### src/rtl/bbc_pkg.sv
// bbc_pkg: shared types and constants of the bracket balance checker
// token kind and error codes, stack entry and result records, queue sizes
// no dependencies
package bbc_pkg;

   // stack geometry
   localparam int STACK_DEPTH = 64;
   localparam int ADDR_W      = $clog2(STACK_DEPTH);
   localparam int COUNT_W     = $clog2(STACK_DEPTH + 1);

   // payload widths
   localparam int KIND_W   = 3;
   localparam int LINE_W   = 16;
   localparam int COLUMN_W = 12;
   localparam int ERROR_W  = 2;
   localparam int BRKT_W   = 2;

   // token kind codes
   localparam logic [KIND_W-1:0] KIND_OTHER         = 3'd0;
   localparam logic [KIND_W-1:0] KIND_BRACE_OPEN    = 3'd1;
   localparam logic [KIND_W-1:0] KIND_PAREN_OPEN    = 3'd3;
   localparam logic [KIND_W-1:0] KIND_BRACE_CLOSE   = 3'd4;
   localparam logic [KIND_W-1:0] KIND_PAREN_CLOSE   = 3'd6;
   // distance from a close code to its open code
   localparam logic [KIND_W-1:0] KIND_CLOSE_OFFSET  = 3'd3;

   // error codes
   localparam logic [ERROR_W-1:0] ERR_UNMATCHED = 2'd0;
   localparam logic [ERROR_W-1:0] ERR_UNCLOSED  = 2'd1;
   localparam logic [ERROR_W-1:0] ERR_OVERFLOW  = 2'd2;

   // result queue geometry
   localparam int FIFO_DEPTH = 4;
   localparam int FIFO_PTR_W = $clog2(FIFO_DEPTH);
   localparam int FIFO_CNT_W = $clog2(FIFO_DEPTH + 1);

   // one open token held on the stack
   typedef struct packed {
      logic [BRKT_W-1:0]   kind;
      logic [LINE_W-1:0]   line;
      logic [COLUMN_W-1:0] column;
   } stack_entry_type;

   // one error report
   typedef struct packed {
      logic [ERROR_W-1:0]  error_kind;
      logic [LINE_W-1:0]   error_line;
      logic [COLUMN_W-1:0] error_column;
      logic                last_of_run;
   } result_type;

   // results produced by one token, first slot filled first
   typedef struct packed {
      logic [1:0] count;
      result_type first;
      result_type second;
   } rsp_write_type;

endpackage

### src/rtl/bbc_rsp_fifo.sv
// bbc_rsp_fifo: small result queue between the stack logic and the rsp port
// takes up to two results per cycle, hands out one per transfer
// depends on bbc_pkg
module bbc_rsp_fifo (
   input  logic                  clock,
   input  logic                  reset,
   input  bbc_pkg::rsp_write_type wr,
   output logic                  space_two,
   output logic                  rsp_valid,
   input  logic                  rsp_ready,
   output bbc_pkg::result_type   rsp_data
);
   import bbc_pkg::*;

   result_type              queue_mem [FIFO_DEPTH];
   logic [FIFO_PTR_W-1:0]   wr_ptr_ff, wr_ptr_in;
   logic [FIFO_PTR_W-1:0]   rd_ptr_ff, rd_ptr_in;
   logic [FIFO_CNT_W-1:0]   cnt_ff, cnt_in;
   logic                    pop;

   // read side
   assign rsp_valid = (cnt_ff != '0);
   assign rsp_data  = queue_mem[rd_ptr_ff];
   assign pop       = rsp_valid && rsp_ready;
   assign space_two = (cnt_ff <= FIFO_CNT_W'(FIFO_DEPTH - 2));

   // pointer and fill count update
   always_comb begin
      wr_ptr_in = wr_ptr_ff + FIFO_PTR_W'(wr.count);
      rd_ptr_in = rd_ptr_ff + FIFO_PTR_W'(pop);
      cnt_in    = cnt_ff + FIFO_CNT_W'(wr.count) - FIFO_CNT_W'(pop);
   end

   always_ff @(posedge clock) begin
      if (reset) begin
         wr_ptr_ff <= '0;
         rd_ptr_ff <= '0;
         cnt_ff    <= '0;
      end else begin
         wr_ptr_ff <= wr_ptr_in;
         rd_ptr_ff <= rd_ptr_in;
         cnt_ff    <= cnt_in;
      end
   end

   // storage writes, second slot follows the first
   always_ff @(posedge clock) begin
      if (wr.count != 2'd0) begin
         queue_mem[wr_ptr_ff] <= wr.first;
      end
      if (wr.count == 2'd2) begin
         queue_mem[wr_ptr_ff + FIFO_PTR_W'(1)] <= wr.second;
      end
   end

   // never more results than slots
   a_no_overflow: assert property (@(posedge clock) disable iff (reset)
      cnt_ff <= FIFO_CNT_W'(FIFO_DEPTH))
      else $error("result queue overfilled");

   // writes only arrive while two slots were free
   a_write_room: assert property (@(posedge clock) disable iff (reset)
      (wr.count != 2'd0) |-> space_two)
      else $error("result write without room");

   // a pop with no write leaves one fewer entry
   a_pop_count: assert property (@(posedge clock) disable iff (reset)
      (pop && wr.count == 2'd0) |=> (cnt_ff == $past(cnt_ff) - FIFO_CNT_W'(1)))
      else $error("result queue count slip on pop");

endmodule

### config.mk
export PLATFORM = sky130hd
export DESIGN_NAME = bbc_rsp_fifo
export DESIGN_NICKNAME = d
export VERILOG_FILES = /design/src/rtl/bbc_pkg.sv /design/src/rtl/bbc_rsp_fifo.sv
export SDC_FILE = /design/constraint.sdc
export NUM_CORES = 1
export LEC_CHECK = 0
export BUFFER_PORTS_ARGS = -buffer_cell sky130_fd_sc_hd__buf_4
export CAP_MARGIN = 20
export CORE_ASPECT_RATIO = 1.2
export CORE_MARGIN = 5
export CORE_UTILIZATION = 30
export CTS_CLUSTER_DIAMETER = 150
export DETAILED_ROUTE_END_ITERATION = 8
export GPL_ROUTABILITY_DRIVEN = 0
export GPL_TIMING_DRIVEN = 1
export SLEW_MARGIN = 20
export SYNTH_ARGS = -nofsm -noshare
export SYNTH_HDL_FRONTEND = slang
export SYNTH_SLANG_ARGS = --single-unit
### constraint.sdc
create_clock -name clock -period 3.7 [get_ports clock]
set_clock_uncertainty 0.15 [all_clocks]
set_input_delay 0.555 -clock clock [delete_from_list [all_inputs] [get_ports clock]]
set_output_delay 0.555 -clock clock [all_outputs]
set_load 0.02 [all_outputs]
==> flow_summary.toml, run 1 <==
[yosys]
synthTopCellsByCount = "edfxtp_1, mux2_2, mux4_2, mux2_4"
syn_avg_cell_area_um2 = 19.1
synthTopCellsByArea = "edfxtp_1, mux2_2, mux4_2"
syn_nets = 417
yosysTopAreaCellShare_pct = 56.4
netlist_area_um2 = 6610
async_reset_ff_share_pct = 0
ys_seq_elements = 131
yosysWarnings = 0
yosys_most_used_dff = "edfxtp_1"
ys_seq_area_share_pct = 58.5
synth_edf_count = 124
synth_top_area_cell = "edfxtp_1"
ys_types = 30
yosysMostFrequentCell = "edfxtp_1"
syn_inst = 346

[run_status]
outcome = "complete, no violations"

[final_layout]
final_cell_count_no_fill = 741
nets = 526
area_delta_synth_final_pct = 25.1
ff_latch_area_um2 = 3870
drive_above_1_share_pct = 65.5
diodes = 0
multi_input_area_um2 = 2570
fill_cells = 2042
post-route-util_pct = 38.1

[sta]
max_freq_ghz = 0.330
timing.setup.tns_ps = 0
rsz0062_at_grt = "false"
period_share_pct = 82.0
slew_headroom_pct = 32.0
setup_viol = 0
maxSlewViolCount = 0
hold_violations = 0
worst_pin_slew_ps = 1020
period_minus_slack_ps = 3030

[clocking]
clock_sinks = 131
cts_made_buffers = 17
clk_pin_slew_ps = 60
cts_tree = "yes"
cts-root-buf = "clkbuf_16"
cts_resized = 0
clock_latency_ps = 410
clockBufferDepth = 2
cts_hold_buf = 0
cts_setup_buffers = 0
htreeDepth = 4

[power_and_ir_drop]
p_per_area_nw_per_um2 = 585
intPower_mw = 3.54
vdd_drop_max_mv = 0.293
pwr-share-clk_pct = 36.2
finalPower_mw = 4.84
p_leak_nw = 2.96
p_sw_share_pct = 26.7
combPwrFrac_pct = 23.4
pwr-share-seq_pct = 40.4
switching_power_mw = 1.29

[route]
drtIter0Drc = 120
highest_layer = "met5"
met1_length_mm = 6.67
routed_wirelength_mm = 15.8
viasPerCell = 4.84
dr_total_vias = 3586
antenna_left = 0
firstDrtPassIters = 4
dr_wl_met3_um = 806
drc = 0
post_drt_wl_per_cell_um = 21.3
wl_met2_mm = 8.20

[global_routing]
grt_max_degree = 34
globalRouteTotalUtil_pct = 12.8
grt_pass1_wl_mm = 24.5
grt_pass1_vias = 4076
overflow = 0
antenna_found_initial = 2

[critical_path]
cp_max_fo = 19
crit_path_cell_trace = "buf_4 > mux4_2 > buf_4"
max_stage_delay_ps = 860
cp_common_cell = "buf_4"
arrival_ps = 2330
required_ps = 2990
end_kind = "output port"
worstSetupStartpointType = "flop"
worst-setup-path-type = "flop to output port"
critPathSlowestCell = "dfxtp_2"

[die]
core_area_um2 = 21700
initial_utilization_pct = 30.4
dieArea_um2 = 25100
die_x_um = 145
num_rows = 59
ios = 100
die_height_um = 173

[worst_hold_path]
holdCritPathClass = "input port to flop"

[flow_run]
max-cap-violations = 0

[placement]
dp_cells = 710
dp_hpwl_mm = 10.3
io_buffers = 99
[cell type report]
class                   count  share of cell area [%]
flip-flops and latches    131                    46.8
multi-input cells         188                    31.1
repair buffers            113                    10.4
clock buffers              17                    5.15
well taps                 274                    4.15
clock inverters            14                    2.27
inverters                   4                   0.182
[sequential cells by signal, summed over array words and instances, names as in the netlist]
name	cells
wr_ptr_ff	2
cnt_ff	3
rd_ptr_ff	2
queue_mem	124
[metrics by stage]
stage	hold WS [ps]	setup slack (ps)	area, um^2
3_3_place_gp	557	1030	7650
6_report	232	666	8270
2_1_floorplan	477	109	6610
3_5_place_dp	560	1010	7650
5_1_grt	218	491	8270
4_1_cts	206	552	8270
[critical path: cells and delay by family (launching register included)]
| family | cells | cell delay, ps |
|---|---|---|
| DFF | 1 | 860 |
| muxes | 1 | 530 |
| buffers and inverters | 2 | 530 |
[routing by layer]
layer	vias to the layer above	track usage, %
li1	1622	-
met1	1867	15.1
met2	82	22.4
met3	11	4.21
met4	4	3.38
met5	-	0
[power groups by stage]
| stage | clock (mW) | sequential, mW | combinational, mW |
|---|---|---|---|
| final | 1.75 | 1.96 | 1.13 |
| after global placement | 0 | 1.99 | 1.14 |
| after floorplan | 0 | 1.89 | 0.786 |
| after detailed placement | 0 | 1.99 | 1.15 |
| after CTS | 1.79 | 1.96 | 1.16 |
| after global routing | 1.86 | 1.98 | 1.22 |
[path summary, 6_finish.rpt]
| check | start | to | slack, ps | cells after the start |
|---|---|---|---|---|
| hold / removal | reset | wr_ptr_ff[1] | 230 | 2 |
| hold reg to reg | cnt_ff[2] | cnt_ff[2] | 570 | 2 |
| setup reg to reg | wr_ptr_ff[1] | queue_mem[2][25] | 1360 | 4 |
| setup / recovery | rd_ptr_ff[0] | rsp_data[23] | 670 | 3 |
[kinds of logic after synthesis]
group	after synthesis	share of synthesized area, %
adder cells (fa/ha/maj)	4	0.871
buffers and inverters	27	3.47
multiplexers	159	34.0
flip-flops	131	58.5
AND/OR/NAND/NOR	17	1.89
AO/OA/AOI/OAI	6	0.625
XOR/XNOR	2	0.682
[cells in the final DEF, fill, tap and decap left out, types with 2 or more instances in the layout]
cell type     n
xnor3_1       2
inv_1         4
mux4_2       31
edfxtp_1    124
clkinv_1      2
clkinvlp_4    2
clkinv_4      3
bufinv_16     4
dfxtp_2       2
mux2_1        3
nor2_1        4
clkbuf_16    17
dfxtp_1       5
mux2_2       94
nor2_4        2
ha_1          3
mux2i_1       2
nor2b_1       5
clkinv_2      2
buf_4       112
mux2_4       29
Power figures use the tool's default switching activity.
==> run 2: changes to the inputs <==
--- a/config.mk
+++ b/config.mk
@@ -5,6 +5,7 @@
 export SDC_FILE = /design/constraint.sdc
 export NUM_CORES = 1
 export LEC_CHECK = 0
+export ABC_AREA = 1
 export BUFFER_PORTS_ARGS = -buffer_cell sky130_fd_sc_hd__buf_4
 export CAP_MARGIN = 20
 export CORE_ASPECT_RATIO = 1.2
==> constraint.sdc (replaced) <==
create_clock -name clock -period 2.7 [get_ports clock]
set_clock_uncertainty 0.15 [all_clocks]
set_input_delay 0.405 -clock clock [delete_from_list [all_inputs] [get_ports clock]]
set_output_delay 0.405 -clock clock [all_outputs]
set_load 0.02 [all_outputs]
==> run 2 against run 1 <==
Effect of this change:
- die area up 5.0%
- wire length rose by 7.2%
- critical path depth grew 1
- clock-buffer cell count grew 1
- global-route usage up 0.40 points
- non-clock buffer count rose by 5
- flip-flop and latch count stayed put
- core utilization fell by 0.68 points
- combinational power up 66%
- largest cell class unchanged
==> flow_summary.toml, run 2 <==
[run_status]
outcome = "complete, no violations"

[die]
die_x_um = 149
initial_utilization_pct = 30.2
ios = 100
num_rows = 61
die_height_um = 177
dieArea_um2 = 26400
core_area_um2 = 23000

[final_layout]
largest_reg_flops = 124
fin_area_um2 = 8620
post-route-util_pct = 37.4
drive_above_1_share_pct = 37.4
nets = 826
reg_top3 = "queue_mem x124, cnt_ff x3"
final_cell_count_no_fill = 1083
regMostFlops = "queue_mem"
diodes = 0
layout_common_cells = "nand2_1, edfxtp_1, o21ai_2"
area_delta_synth_final_pct = 23.8
fill_cells = 2311
layout_commonest_cell = "nand2_1"

[yosys]
synthTopCellsByArea = "edfxtp_1, o21ai_2, nand2_1"
ys_seq_elements = 131
ys_seq_area_share_pct = 55.5
synth_edf_count = 124
yosysMostFrequentCell = "nand2_1"
ys_types = 26
yosysTopAreaCellShare_pct = 53.5
synthTopCellsByCount = "nand2_1, edfxtp_1, o21ai_2, nor2_1, inv_1"
syn_nets = 732
syn_inst = 661
netlist_area_um2 = 6960
synth_top_area_cell = "edfxtp_1"
yosysWarnings = 0
yosys_most_used_dff = "edfxtp_1"
async_reset_ff_share_pct = 0
syn_avg_cell_area_um2 = 10.5

[route]
viasPerCell = 4.60
routed_wirelength_mm = 16.9
drc = 0
dr_total_vias = 4978
firstDrtPassIters = 4
drtIter0Drc = 236
post_drt_wl_per_cell_um = 15.6
antenna_left = 0

[sta]
worst_pin_slew_ps = 740
max_freq_ghz = 0.425
maxSlewViolCount = 0
setup_viol = 0
timing.setup.tns_ps = 0
slew_headroom_pct = 50.7
period_minus_slack_ps = 2350
period_share_pct = 87.2
rsz0062_at_grt = "false"
hold_violations = 0

[critical_path]
critPathTopFamily = "flip-flops"
crit_path_cell_trace = "buf_4 > o21ai_0 > o22ai_1 > buf_4"
cp_common_cell = "buf_4"
r2r_slack_ps = 470
worst-setup-path-type = "flop to output port"
arrival_ps = 1800
end_kind = "output port"
worstSetupStartpointType = "flop"
critPathSlowestCell = "dfxtp_2"
reg2reg_depth = 3
required_ps = 2140
critPathBufInv = 2
cp_max_fo = 15
max_stage_delay_ps = 520
r2r_end = "queue_mem[1][13]"
reg2reg_from = "wr_ptr_ff[0]"

[power_and_ir_drop]
p_per_area_nw_per_um2 = 780
vdd_drop_max_mv = 0.507
p_leak_nw = 3.47

[clocking]
cts_made_buffers = 17
clockBufferDepth = 2
clock_sinks = 131
cts_setup_buffers = 0
clk_pin_slew_ps = 60
cts_tree = "yes"
htreeDepth = 4
clock_latency_ps = 410
cts_resized = 0
cts-root-buf = "clkbuf_16"
cts_hold_buf = 0

[worst_hold_path]
holdCritPathClass = "input port to flop"
hold_path_depth = 2
hold_path_end = "wr_ptr_ff[0]"
holdCritStartpoint = "reset"

[placement]
dp_hpwl_mm = 11.1
io_buffers = 99
dp_cells = 1051
placed_area_um2 = 8040

[global_routing]
overflow = 0
antenna_found_initial = 0
grt_pass1_vias = 4855
globalRouteTotalUtil_pct = 13.2
grt_pass1_wl_mm = 26.6
grt_max_degree = 66

[flow_run]
max-cap-violations = 0
## run 2: how the worst max path moves through the flow
stage                             endpoint  cells after the start          from  slack (ps)
after floorplan            queue_mem[3][0]                      2  wr_ptr_ff[0]        -920
after global placement    queue_mem[1][23]                      3  wr_ptr_ff[0]         500
after detailed placement  queue_mem[1][23]                      3  wr_ptr_ff[0]         460
after CTS                      rsp_data[7]                      4  rd_ptr_ff[1]         270
after global routing           rsp_data[7]                      4  rd_ptr_ff[1]         250
final                         rsp_data[12]                      4  rd_ptr_ff[1]         350
## run 2: cell type report
class,count,area (um^2),share of cell area (%)
Sequential cell,131,3870,44.8
Multi-Input combinational cell,443,2640,30.6
Timing Repair Buffer,118,973,11.3
Clock buffer,18,429,4.98
Tap cell,315,394,4.57
Inverter,44,168,1.94
Clock inverter,14,153,1.77
## run 2: cells by family (layout without fill, tap and decap cells)
kind of cell | Yosys count | in the layout | synth area share (%)
adder cells (fa/ha/maj) | 4 | 4 | 0.827
buffers and inverters | 87 | 194 | 7.42
AND/OR/NAND/NOR | 213 | 213 | 12.6
AO/OA/AOI/OAI | 224 | 224 | 23.4
flip-flops | 131 | 131 | 55.5
XOR/XNOR | 2 | 2 | 0.252
## run 2: power breakdown
part           switching, mW  internal [mW]
clock                  0.914           1.37
sequential            0.0773           2.48
combinational           1.19          0.696
total                   2.18           4.54
## run 2: metal layers
metal,wire length (um),global-route usage [%],share of wire [%],vias up
li1,-,-,-,2533
met5,0,0,0,-
met2,8920,23.5,53,93
met3,662,2.74,3.9,14
met4,268,4.39,1.6,0
met1,7090,15.8,42,2338
## run 2: per-stage QoR
| step | power (mW) | hold slack [ps] | setup slack [ps] |
|---|---|---|---|
| global placement | 4.50 | 368 | 498 |
| finish | 6.72 | 32.6 | 346 |
| detailed placement | 4.53 | 368 | 461 |
| CTS | 6.82 | 12.7 | 269 |
| global route | 7.06 | 24.8 | 248 |
| floorplan | 3.73 | 326 | -921 |
